`src/tll_pkg.sv`:
```
// Shared types and constants for the level-order leaf listing block.
`timescale 1ns / 1ps
`default_nettype none
package tll_pkg;

	// Width of a child index as carried by an input word and by the queue
	localparam int unsigned IDX_W = 4;

	// Leaves delivered per tree at most, and the width of the leaf counter
	localparam int unsigned RESULT_LIMIT = 16;
	localparam int unsigned LEAF_CNT_W   = 5;

	// Result status codes
	typedef enum logic [1:0] {
		ST_LEAF      = 2'd0,
		ST_NO_ROOT   = 2'd1,
		ST_BAD_CHILD = 2'd2,
		ST_OVERFLOW  = 2'd3
	} status_t;

	// One node as held in the link table
	typedef struct packed {
		logic             has_left;
		logic [IDX_W-1:0] left;
		logic             has_right;
		logic [IDX_W-1:0] right;
	} node_t;

	// Summary handed from the loader to the walker when a tree is complete
	typedef struct packed {
		logic start;
		logic overflow;
		logic bad_child;
	} tree_sum_t;

endpackage : tll_pkg
`default_nettype wire

```
`src/tll_ram.sv`:
```
// Generic single-write, single-read RAM with registered read data.
`timescale 1ns / 1ps
`default_nettype none
module tll_ram #(
	parameter int unsigned WIDTH = 8,
	parameter int unsigned DEPTH = 16
) (
	input  wire logic                     clk,
	input  wire logic                     we,
	input  wire logic [$clog2(DEPTH)-1:0] waddr,
	input  wire logic [WIDTH-1:0]         wdata,
	input  wire logic                     re,
	input  wire logic [$clog2(DEPTH)-1:0] raddr,
	output logic      [WIDTH-1:0]         rdata
);

	logic [WIDTH-1:0] mem_q [DEPTH];
	logic [WIDTH-1:0] rdata_q;

	// Write port
	always_ff @(posedge clk) begin
		if (we) begin
			mem_q[waddr] <= wdata;
		end
	end

	// Read port, data held until the next read
	always_ff @(posedge clk) begin
		if (re) begin
			rdata_q <= mem_q[raddr];
		end
	end

	assign rdata = rdata_q;

endmodule : tll_ram
`default_nettype wire

```
`src/tll_loader.sv`:
```
// Node loader: stores links, counts nodes, keeps reference marks and range check.
`timescale 1ns / 1ps
`default_nettype none
module tll_loader import tll_pkg::*; #(
	parameter int unsigned MAX_NODES = 16
) (
	input  wire logic                             clk,
	input  wire logic                             arst_n,
	// input channel
	input  wire logic                             in_valid,
	output logic                                  in_stall,
	input  wire logic [IDX_W-1:0]                 left_index,
	input  wire logic                             has_left,
	input  wire logic [IDX_W-1:0]                 right_index,
	input  wire logic                             has_right,
	input  wire logic                             last,
	// link table write port
	output logic                                  tbl_we,
	output logic [$clog2(MAX_NODES)-1:0]          tbl_waddr,
	output node_t                                 tbl_wdata,
	// towards the walker
	output tree_sum_t                             sum,
	output logic [$clog2(MAX_NODES+1)-1:0]        count,
	output logic [MAX_NODES-1:0]                  marks,
	input  wire logic                             tree_done
);

	localparam int unsigned IW = $clog2(MAX_NODES);
	localparam int unsigned CW = $clog2(MAX_NODES + 1);

	logic                 busy_q;
	logic                 start_q;
	logic [CW-1:0]        count_q;
	logic                 overflow_q;
	logic [MAX_NODES-1:0] marks_q;
	logic [MAX_NODES-1:0] marks_d;
	logic                 child_any_q;
	logic [IDX_W-1:0]     child_max_q;
	logic                 child_any_d;
	logic [IDX_W-1:0]     child_max_d;
	logic                 accept;
	logic                 store;

	assign in_stall = busy_q;
	assign accept   = in_valid && !busy_q;
	assign store    = accept && (32'(count_q) < MAX_NODES);

	// Reference marks set by this word's children
	always_comb begin
		for (int i = 0; i < MAX_NODES; i++) begin
			marks_d[i] = marks_q[i]
				| (store && has_left  && (32'(left_index)  == i))
				| (store && has_right && (32'(right_index) == i));
		end
	end

	// Highest child index named so far
	always_comb begin
		child_any_d = child_any_q;
		child_max_d = child_max_q;
		if (store && has_left) begin
			if (!child_any_d || (left_index > child_max_d)) begin
				child_max_d = left_index;
			end
			child_any_d = 1'b1;
		end
		if (store && has_right) begin
			if (!child_any_d || (right_index > child_max_d)) begin
				child_max_d = right_index;
			end
			child_any_d = 1'b1;
		end
	end

	// Load state, cleared when the walker has delivered the tree
	always_ff @(posedge clk or negedge arst_n) begin
		if (!arst_n) begin
			busy_q      <= 1'b0;
			start_q     <= 1'b0;
			count_q     <= '0;
			overflow_q  <= 1'b0;
			marks_q     <= '0;
			child_any_q <= 1'b0;
			child_max_q <= '0;
		end else begin
			start_q <= accept && last;
			if (tree_done) begin
				busy_q      <= 1'b0;
				count_q     <= '0;
				overflow_q  <= 1'b0;
				marks_q     <= '0;
				child_any_q <= 1'b0;
				child_max_q <= '0;
			end else if (accept) begin
				if (last) begin
					busy_q <= 1'b1;
				end
				if (store) begin
					count_q <= count_q + CW'(1);
				end else begin
					overflow_q <= 1'b1;
				end
				marks_q     <= marks_d;
				child_any_q <= child_any_d;
				child_max_q <= child_max_d;
			end
		end
	end

	// Table write
	assign tbl_we              = store;
	assign tbl_waddr           = count_q[IW-1:0];
	assign tbl_wdata.has_left  = has_left;
	assign tbl_wdata.left      = left_index;
	assign tbl_wdata.has_right = has_right;
	assign tbl_wdata.right     = right_index;

	// Summary for the walker: start is a pulse, the rest stable while busy
	assign sum.start     = start_q;
	assign sum.overflow  = overflow_q;
	assign sum.bad_child = child_any_q && (32'(child_max_q) >= 32'(count_q));
	assign count         = count_q;
	assign marks         = marks_q;

	// Checks
	a_count_max: assert property (@(posedge clk) disable iff (!arst_n)
		32'(count_q) <= MAX_NODES)
		else $error("node count beyond table depth");
	a_ovf_full: assert property (@(posedge clk) disable iff (!arst_n)
		overflow_q |-> (32'(count_q) == MAX_NODES))
		else $error("overflow flagged with table not full");
	a_start_busy: assert property (@(posedge clk) disable iff (!arst_n)
		start_q |-> busy_q)
		else $error("tree start without load closed");

endmodule : tll_loader
`default_nettype wire

```
`src/tll_walker.sv`:
```
// Walker: root scan, breadth-first walk through the queue RAM, result register.
`timescale 1ns / 1ps
`default_nettype none
module tll_walker import tll_pkg::*; #(
	parameter int unsigned MAX_NODES = 16
) (
	input  wire logic                             clk,
	input  wire logic                             arst_n,
	// from the loader
	input  wire tree_sum_t                        sum,
	input  wire logic [$clog2(MAX_NODES+1)-1:0]   count,
	input  wire logic [MAX_NODES-1:0]             marks,
	output logic                                  tree_done,
	// link table read port
	output logic                                  tbl_re,
	output logic [$clog2(MAX_NODES)-1:0]          tbl_raddr,
	input  wire node_t                            tbl_rdata,
	// queue RAM
	output logic                                  q_we,
	output logic [$clog2(MAX_NODES)-1:0]          q_waddr,
	output logic [IDX_W-1:0]                      q_wdata,
	output logic                                  q_re,
	output logic [$clog2(MAX_NODES)-1:0]          q_raddr,
	input  wire logic [IDX_W-1:0]                 q_rdata,
	// result channel
	output logic                                  out_valid,
	input  wire logic                             out_stall,
	output logic [IDX_W-1:0]                      leaf_index,
	output logic [1:0]                            status,
	output logic                                  final_res
);

	localparam int unsigned IW = $clog2(MAX_NODES);
	localparam int unsigned CW = $clog2(MAX_NODES + 1);
	localparam logic [IW-1:0] LAST_PTR = IW'(MAX_NODES - 1);

	typedef enum logic [6:0] {
		W_IDLE  = 7'b0000001,
		W_SCAN  = 7'b0000010,
		W_POP   = 7'b0000100,
		W_NODE  = 7'b0001000,
		W_KIDS  = 7'b0010000,
		W_RIGHT = 7'b0100000,
		W_END   = 7'b1000000
	} walk_state_t;

	walk_state_t           state_q, state_d;
	logic [IW-1:0]         scan_q, scan_d;
	logic [IW-1:0]         head_q, head_d;
	logic [IW-1:0]         tail_q, tail_d;
	logic [CW-1:0]         fill_q, fill_d;
	logic [CW-1:0]         pops_q, pops_d;
	logic [LEAF_CNT_W-1:0] leafs_q, leafs_d;
	logic                  pend_valid_q, pend_valid_d;
	logic [IDX_W-1:0]      pend_idx_q, pend_idx_d;
	logic [IDX_W-1:0]      node_q, node_d;
	status_t               end_status_q, end_status_d;

	logic                  out_valid_q;
	logic [IDX_W-1:0]      out_leaf_q;
	status_t               out_status_q;
	logic                  out_final_q;

	logic                  slot_free;
	logic                  ld_out;
	logic [IDX_W-1:0]      ld_leaf;
	status_t               ld_status;
	logic                  ld_final;
	logic                  is_leaf;
	logic                  take_leaf;

	assign slot_free = !out_valid_q || !out_stall;
	assign is_leaf   = !tbl_rdata.has_left && !tbl_rdata.has_right;
	assign take_leaf = is_leaf && (32'(leafs_q) < RESULT_LIMIT);

	// Sequencer
	always_comb begin
		state_d      = state_q;
		scan_d       = scan_q;
		head_d       = head_q;
		tail_d       = tail_q;
		fill_d       = fill_q;
		pops_d       = pops_q;
		leafs_d      = leafs_q;
		pend_valid_d = pend_valid_q;
		pend_idx_d   = pend_idx_q;
		node_d       = node_q;
		end_status_d = end_status_q;
		q_we         = 1'b0;
		q_waddr      = tail_q;
		q_wdata      = '0;
		q_re         = 1'b0;
		q_raddr      = head_q;
		tbl_re       = 1'b0;
		tbl_raddr    = IW'(q_rdata);
		ld_out       = 1'b0;
		ld_leaf      = '0;
		ld_status    = ST_LEAF;
		ld_final     = 1'b0;
		tree_done    = 1'b0;
		unique case (state_q)
			W_IDLE: begin
				head_d       = '0;
				tail_d       = '0;
				fill_d       = '0;
				pops_d       = '0;
				leafs_d      = '0;
				pend_valid_d = 1'b0;
				scan_d       = '0;
				end_status_d = ST_NO_ROOT;
				if (sum.start) begin
					if (sum.overflow) begin
						end_status_d = ST_OVERFLOW;
						state_d      = W_END;
					end else if (sum.bad_child) begin
						end_status_d = ST_BAD_CHILD;
						state_d      = W_END;
					end else begin
						state_d = W_SCAN;
					end
				end
			end
			// one mark per cycle; the first clear one is the root
			W_SCAN: begin
				if (!marks[scan_q]) begin
					q_we    = 1'b1;
					q_wdata = IDX_W'(scan_q);
					tail_d  = (tail_q == LAST_PTR) ? '0 : tail_q + IW'(1);
					fill_d  = fill_q + CW'(1);
					state_d = W_POP;
				end else if ((32'(scan_q) + 32'd1) >= 32'(count)) begin
					state_d = W_END;
				end else begin
					scan_d = scan_q + IW'(1);
				end
			end
			W_POP: begin
				q_re    = 1'b1;
				head_d  = (head_q == LAST_PTR) ? '0 : head_q + IW'(1);
				fill_d  = fill_q - CW'(1);
				pops_d  = pops_q + CW'(1);
				state_d = W_NODE;
			end
			// queue word is out; fetch its links unless out of range
			W_NODE: begin
				node_d = q_rdata;
				if (32'(q_rdata) >= 32'(count)) begin
					state_d = ((fill_q != '0) && (pops_q < count)) ? W_POP : W_END;
				end else begin
					tbl_re  = 1'b1;
					state_d = W_KIDS;
				end
			end
			// links are out; push left, hold a new leaf and hand over any held one
			W_KIDS: begin
				if (!(take_leaf && pend_valid_q && !slot_free)) begin
					if (tbl_rdata.has_left && (32'(fill_q) < MAX_NODES)) begin
						q_we    = 1'b1;
						q_wdata = tbl_rdata.left;
						tail_d  = (tail_q == LAST_PTR) ? '0 : tail_q + IW'(1);
						fill_d  = fill_q + CW'(1);
					end
					if (take_leaf) begin
						if (pend_valid_q) begin
							ld_out  = 1'b1;
							ld_leaf = pend_idx_q;
						end
						pend_valid_d = 1'b1;
						pend_idx_d   = node_q;
						leafs_d      = leafs_q + LEAF_CNT_W'(1);
					end
					state_d = W_RIGHT;
				end
			end
			W_RIGHT: begin
				if (tbl_rdata.has_right && (32'(fill_q) < MAX_NODES)) begin
					q_we    = 1'b1;
					q_wdata = tbl_rdata.right;
					tail_d  = (tail_q == LAST_PTR) ? '0 : tail_q + IW'(1);
					fill_d  = fill_q + CW'(1);
				end
				state_d = ((fill_d != '0) && (pops_q < count)) ? W_POP : W_END;
			end
			// closing word: held leaf, or the status of the tree
			W_END: begin
				if (slot_free) begin
					ld_out    = 1'b1;
					ld_final  = 1'b1;
					ld_leaf   = pend_valid_q ? pend_idx_q : '0;
					ld_status = pend_valid_q ? ST_LEAF : end_status_q;
					tree_done = 1'b1;
					state_d   = W_IDLE;
				end
			end
			default: begin
				state_d = W_IDLE;
			end
		endcase
	end

	// Control registers
	always_ff @(posedge clk or negedge arst_n) begin
		if (!arst_n) begin
			state_q      <= W_IDLE;
			scan_q       <= '0;
			head_q       <= '0;
			tail_q       <= '0;
			fill_q       <= '0;
			pops_q       <= '0;
			leafs_q      <= '0;
			pend_valid_q <= 1'b0;
			end_status_q <= ST_NO_ROOT;
			out_valid_q  <= 1'b0;
		end else begin
			state_q      <= state_d;
			scan_q       <= scan_d;
			head_q       <= head_d;
			tail_q       <= tail_d;
			fill_q       <= fill_d;
			pops_q       <= pops_d;
			leafs_q      <= leafs_d;
			pend_valid_q <= pend_valid_d;
			end_status_q <= end_status_d;
			if (ld_out) begin
				out_valid_q <= 1'b1;
			end else if (!out_stall) begin
				out_valid_q <= 1'b0;
			end
		end
	end

	// Payload registers
	always_ff @(posedge clk) begin
		pend_idx_q <= pend_idx_d;
		node_q     <= node_d;
		if (ld_out) begin
			out_leaf_q   <= ld_leaf;
			out_status_q <= ld_status;
			out_final_q  <= ld_final;
		end
	end

	assign out_valid  = out_valid_q;
	assign leaf_index = out_leaf_q;
	assign status     = out_status_q;
	assign final_res  = out_final_q;

	// Checks
	a_fill_max: assert property (@(posedge clk) disable iff (!arst_n)
		(state_q != W_IDLE) |-> (32'(fill_q) <= MAX_NODES))
		else $error("queue fill beyond depth");
	a_pops_max: assert property (@(posedge clk) disable iff (!arst_n)
		(state_q == W_NODE) |-> (pops_q <= count))
		else $error("more pops than nodes");
	a_kids_from_node: assert property (@(posedge clk) disable iff (!arst_n)
		$rose(state_q == W_KIDS) |-> $past(state_q == W_NODE))
		else $error("link data used without a table read");
	a_done_final: assert property (@(posedge clk) disable iff (!arst_n)
		tree_done |=> (out_valid_q && out_final_q))
		else $error("tree closed without a final word");
	a_pend_count: assert property (@(posedge clk) disable iff (!arst_n)
		pend_valid_q |-> (leafs_q != '0))
		else $error("held leaf not counted");

endmodule : tll_walker
`default_nettype wire

```
`src/tree_leaves_level_order.sv`:
```
// Top level of the level-order leaf listing block.
`timescale 1ns / 1ps
`default_nettype none
// Loads a binary tree one node per input word (node i is the i-th word since the
// last tree) and, after the word marked last, lists the leaf indices in level
// order, the last one with final_res set; a bad tree gives a single status word
// instead. Words are taken without a stall up to the word marked last; then the
// block closes the load (in_stall high) until the tree ends, scans the reference
// marks for the root at one node per cycle, then walks the tree, each visited
// node in turn: a queue RAM read, a link table RAM read, then the left and the
// right child slot in separate steps, as pushes share the single queue write
// port. A closing word ends the tree, after which the next tree may load. Reference
// marks sit in flip-flops and are cleared in the cycle the tree ends. A result
// word waiting on out_stall holds the walk only when a further word must go out.
module tree_leaves_level_order import tll_pkg::*; #(
	parameter int unsigned MAX_NODES = 16
) (
	input  wire logic             clk,
	input  wire logic             arst_n,
	// input channel
	input  wire logic             in_valid,
	output logic                  in_stall,
	input  wire logic [IDX_W-1:0] left_index,
	input  wire logic             has_left,
	input  wire logic [IDX_W-1:0] right_index,
	input  wire logic             has_right,
	input  wire logic             last,
	// result channel
	output logic                  out_valid,
	input  wire logic             out_stall,
	output logic [IDX_W-1:0]      leaf_index,
	output logic [1:0]            status,
	output logic                  final_res
);

	localparam int unsigned IW = $clog2(MAX_NODES);
	localparam int unsigned CW = $clog2(MAX_NODES + 1);

	logic                 tbl_we;
	logic [IW-1:0]        tbl_waddr;
	node_t                tbl_wdata;
	logic                 tbl_re;
	logic [IW-1:0]        tbl_raddr;
	node_t                tbl_rdata;
	logic                 q_we;
	logic [IW-1:0]        q_waddr;
	logic [IDX_W-1:0]     q_wdata;
	logic                 q_re;
	logic [IW-1:0]        q_raddr;
	logic [IDX_W-1:0]     q_rdata;
	tree_sum_t            sum;
	logic [CW-1:0]        count;
	logic [MAX_NODES-1:0] marks;
	logic                 tree_done;

	// Node loader
	tll_loader #(
		.MAX_NODES (MAX_NODES)
	) u_loader (
		.clk         (clk),
		.arst_n      (arst_n),
		.in_valid    (in_valid),
		.in_stall    (in_stall),
		.left_index  (left_index),
		.has_left    (has_left),
		.right_index (right_index),
		.has_right   (has_right),
		.last        (last),
		.tbl_we      (tbl_we),
		.tbl_waddr   (tbl_waddr),
		.tbl_wdata   (tbl_wdata),
		.sum         (sum),
		.count       (count),
		.marks       (marks),
		.tree_done   (tree_done)
	);

	// Link table
	tll_ram #(
		.WIDTH ($bits(node_t)),
		.DEPTH (MAX_NODES)
	) u_tbl_ram (
		.clk   (clk),
		.we    (tbl_we),
		.waddr (tbl_waddr),
		.wdata (tbl_wdata),
		.re    (tbl_re),
		.raddr (tbl_raddr),
		.rdata (tbl_rdata)
	);

	// Circular queue store
	tll_ram #(
		.WIDTH (IDX_W),
		.DEPTH (MAX_NODES)
	) u_q_ram (
		.clk   (clk),
		.we    (q_we),
		.waddr (q_waddr),
		.wdata (q_wdata),
		.re    (q_re),
		.raddr (q_raddr),
		.rdata (q_rdata)
	);

	// Walker and result register
	tll_walker #(
		.MAX_NODES (MAX_NODES)
	) u_walker (
		.clk        (clk),
		.arst_n     (arst_n),
		.sum        (sum),
		.count      (count),
		.marks      (marks),
		.tree_done  (tree_done),
		.tbl_re     (tbl_re),
		.tbl_raddr  (tbl_raddr),
		.tbl_rdata  (tbl_rdata),
		.q_we       (q_we),
		.q_waddr    (q_waddr),
		.q_wdata    (q_wdata),
		.q_re       (q_re),
		.q_raddr    (q_raddr),
		.q_rdata    (q_rdata),
		.out_valid  (out_valid),
		.out_stall  (out_stall),
		.leaf_index (leaf_index),
		.status     (status),
		.final_res  (final_res)
	);

endmodule : tree_leaves_level_order
`default_nettype wire

```
`config.mk`:
```
export PLATFORM = sky130hd
export DESIGN_NAME = tree_leaves_level_order
export DESIGN_NICKNAME = d
export VERILOG_FILES = /design/src/tll_pkg.sv /design/src/tll_ram.sv /design/src/tll_loader.sv /design/src/tll_walker.sv /design/src/tree_leaves_level_order.sv
export SDC_FILE = /design/constraint.sdc
export NUM_CORES = 1
export LEC_CHECK = 0
export BUFFER_PORTS_ARGS = -buffer_cell sky130_fd_sc_hd__buf_2
export CAP_MARGIN = 20
export CORE_MARGIN = 3
export CORE_UTILIZATION = 29
export CTS_CLUSTER_SIZE = 8
export DETAILED_ROUTE_END_ITERATION = 10
export SLEW_MARGIN = 30
export SYNTH_ARGS = -nofsm -noshare
export SYNTH_HDL_FRONTEND = slang
export SYNTH_HIERARCHICAL = 1
export SYNTH_SLANG_ARGS = --single-unit
export TNS_END_PERCENT = 100
```
`constraint.sdc`:
```
create_clock -name clk -period 4 [get_ports clk]
set_input_delay 1.2 -clock clk [delete_from_list [all_inputs] [get_ports clk]]
set_output_delay 1.2 -clock clk [all_outputs]
set_load 0.05 [all_outputs]
```
==> reports/metrics.cfg <==
[status]
status = finished, final reports clean

[logic_synthesis]
synthesis.area_mm2 = 0.0142
async_flop_share = 0.209
synth_enable_flop_cells = 253
syn_nets = 970
synthCells = 921
avgSynthCellArea_um2 = 15.5
synth.distinct_cells = 76
yosysSeqAreaShare = 0.652
ys_ff_latch = 320
synth_ff_type = edfxtp_1
yosysWarningCount = 6

[timing]
tightest_slew_ns = 0.883
hold_violations = 0
fmax_ghz = 0.299
finalSetupTns_ns = 0
rsz0062_at_grt = false
finalSetupViolations = 0
fin_worst_skew_ns = 0.0159
period_share = 0.837
slew-limit-headroom = 0.410
whs_ns = 0.416
drv_slew = 0
post-route-min-period_ns = 3.35

[power_and_ir_drop]
power.internal_mw = 6.34
p_clk_frac = 0.407
power_density_mw_per_mm2 = 516
net-switching-power_mw = 2.12
seq_power_share = 0.463
power.total_mw = 8.45
pwr-share-comb = 0.131
p_leak_nw = 5.88
max-vdd-ir-drop_uv = 246
swShare = 0.251

[worst_setup_path]
arrival_ns = 3.78
reg2reg_depth = 7
r2r_setup_slack_ns = 0.72
crit_fanout = 6
worstSetupPathType = in2reg
regToRegEndpoint = u_q_ram/mem_q[0][1]
endpoint_kind = flop
crit_start = left_index[1]
worstPathRequired_ns = 4.43
critPathCapture = u_loader/child_max_q[1]
crit-reg2reg-launch = u_walker/scan_q[0]
start_kind = primary input

[placement]
gp_congestion = 0.814
dp_hpwl_um = 19900
portBuffers = 23

[hold_path]
hp-class = reg2reg
hold_depth = 0

[routing]
post_drt_via_cell_ratio = 4.95
dr.first_iter.drc_count = 799
routedWlPerCell_um = 18.5
drt_pre_antenna_iters = 5
drtAntennaViolNets = 0
finalWirelength_um = 30700
via_count = 8214
drc = 0

[clocking]
cts_setup_buffers = 0
clk_path_buf_depth = 3
hold_buffers = 0
cts-root-buf = clkbuf_16
ctsResizeCount = 0
htree_levels = 2
numCtsBuffers = 45
path_clk_slew_ns = 0.05
cts_sinks = 320
clkLatencyLatePin_ns = 0.53
cts_tree = yes

[floorplan]
ios = 24
start_util = 0.296
core_mm2 = 0.0481
die_x_um = 228
num_rows = 80
die_y_um = 228
dieArea_mm2 = 0.0518

[layout]
area_growth_pct = 15.2
antenna_cells = 0
final_cell_mix = 253 x edfxtp_1, 67 x nor2_1, 65 x dfrtp_1, 51 x nand2_1, 47 x clkbuf_16
final_nets = 1026
final_common_cell = edfxtp_1
postLayoutCoreUtil = 0.340
drive_above_1_share = 0.158

[grt]
grt-ovfl-total = 0
grt_pass1_vias = 8292
grt_max_degree = 42
antenna_found_initial = 0
top_usage_layer = met2
gr-usage-all-layers = 0.121
grtUsageMet3 = 0.0217
use_met2 = 0.193
grt_pass1_wl_um = 48400
grtUsageMet1 = 0.168

[run]
drv_cap = 0

==> through the flow <==
step | cell area [um2] | setup WS [ns] | std cells
after floorplan | 14200 | 0.575 | 921
after global placement | 15100 | 0.303 | 1585
after detailed placement | 15100 | 0.163 | 1585
after CTS | 16400 | 0.702 | 1659
after global routing | 16400 | 0.491 | 1660
final | 16400 | 0.651 | 1660
==> power groups by stage <==
stage	sequential, mW	clock [mW]	combinational (mW)
after floorplan	3.96	0	0.795
after global placement	3.96	0	1.08
after detailed placement	3.97	0	1.10
after CTS	3.91	3.53	1.10
after global routing	3.93	3.69	1.24
final	3.91	3.44	1.10
==> final cells by class <==
| class | instances | area (um2) |
|---|---|---|
| Clock buffer | 73 | 1270 |
| Clock inverter | 1 | 8.76 |
| Fill cell | 4627 | 31800 |
| Inverter | 34 | 128 |
| Multi-Input combinational cell | 517 | 4490 |
| Sequential cell | 320 | 9280 |
| Tap cell | 656 | 821 |
| Timing Repair Buffer | 59 | 398 |
==> synthesized netlist by cell type, drive strengths merged, types with 6 or more instances <==
master,count,share of area
nor3,19,0.0082
and2,7,0.0031
nor2,67,0.018
mux4,60,0.10
o21ai,30,0.011
nand2b,11,0.0048
o22ai,6,0.0026
and3,13,0.0057
ha,34,0.030
xnor2,6,0.0037
nor3b,6,0.0040
a21o,8,0.0042
a221o,12,0.0084
a211oi,9,0.0056
inv,33,0.0087
a21oi,15,0.0053
nand4,8,0.0035
nand2,53,0.014
dfrtp,65,0.11
a22oi,34,0.018
clkbuf,12,0.0032
nand3,26,0.0091
buf,38,0.021
edfxtp,253,0.53
mux2i,7,0.0049
nor2b,20,0.0088
==> worst min path at each step <==
stage	startpoint	endpoint	slack [ns]
6_report	u_walker/node_q[2]	u_walker/pend_idx_q[2]	0.42
5_1_grt	u_walker/node_q[1]	u_walker/pend_idx_q[1]	0.42
4_1_cts	u_walker/node_q[2]	u_walker/pend_idx_q[2]	0.42
3_5_place_dp	u_walker/node_q[2]	u_walker/pend_idx_q[2]	0.41
3_3_place_gp	u_walker/node_q[0]	u_walker/pend_idx_q[0]	0.40
2_1_floorplan	u_walker/node_q[0]	u_walker/pend_idx_q[0]	0.40
==> flip-flops by register name (all words and copies together), names as in the netlist, 2 cells and up <==
register / cells
u_tbl_ram/mem_q: 160
u_q_ram/mem_q: 64
u_loader/marks: 16
u_tbl_ram/rdata: 10
u_walker/state_q: 7
u_loader/count: 5
u_walker/fill_q: 5
u_walker/leafs_q: 5
u_walker/pops_q: 5
u_loader/child_max_q: 4
u_q_ram/rdata: 4
u_walker/leaf_index: 4
u_walker/node_q: 4
u_walker/pend_idx_q: 4
u_walker/q_raddr: 4
u_walker/q_waddr: 4
u_walker/scan_q: 4
u_walker/end_status_q: 2
u_walker/status: 2
==> worst max-delay path: stages <==
cell and delay (ns):
buf_2 0.11, ha_1 0.29, nor2b_1 0.15, o21bai_1 0.11, a211oi_4 0.38, mux2i_1 0.29
ha_1 0.30, a211oi_1 0.36, a211o_1 0.28, nor2_1 0.07, a211oi_1 0.25
==> routing by layer <==
metal  up-vias  share of wire
li1       3741              -
met1      4192           0.46
met2       223           0.47
met3        58          0.049
met4         0          0.024
met5         -              0
==> cell families (layout without fill, tap and decap cells) <==
logic type | Yosys count | in the layout | synth area share
flip-flops | 320 | 320 | 0.652
AO/OA/AOI/OAI | 152 | 152 | 0.0784
adder cells (fa/ha/maj) | 34 | 34 | 0.0299
multiplexers | 69 | 69 | 0.108
AND/OR/NAND/NOR | 251 | 251 | 0.0920
buffers and inverters | 84 | 167 | 0.0327
XOR/XNOR | 11 | 11 | 0.00677
Power figures use the tool's default switching activity.
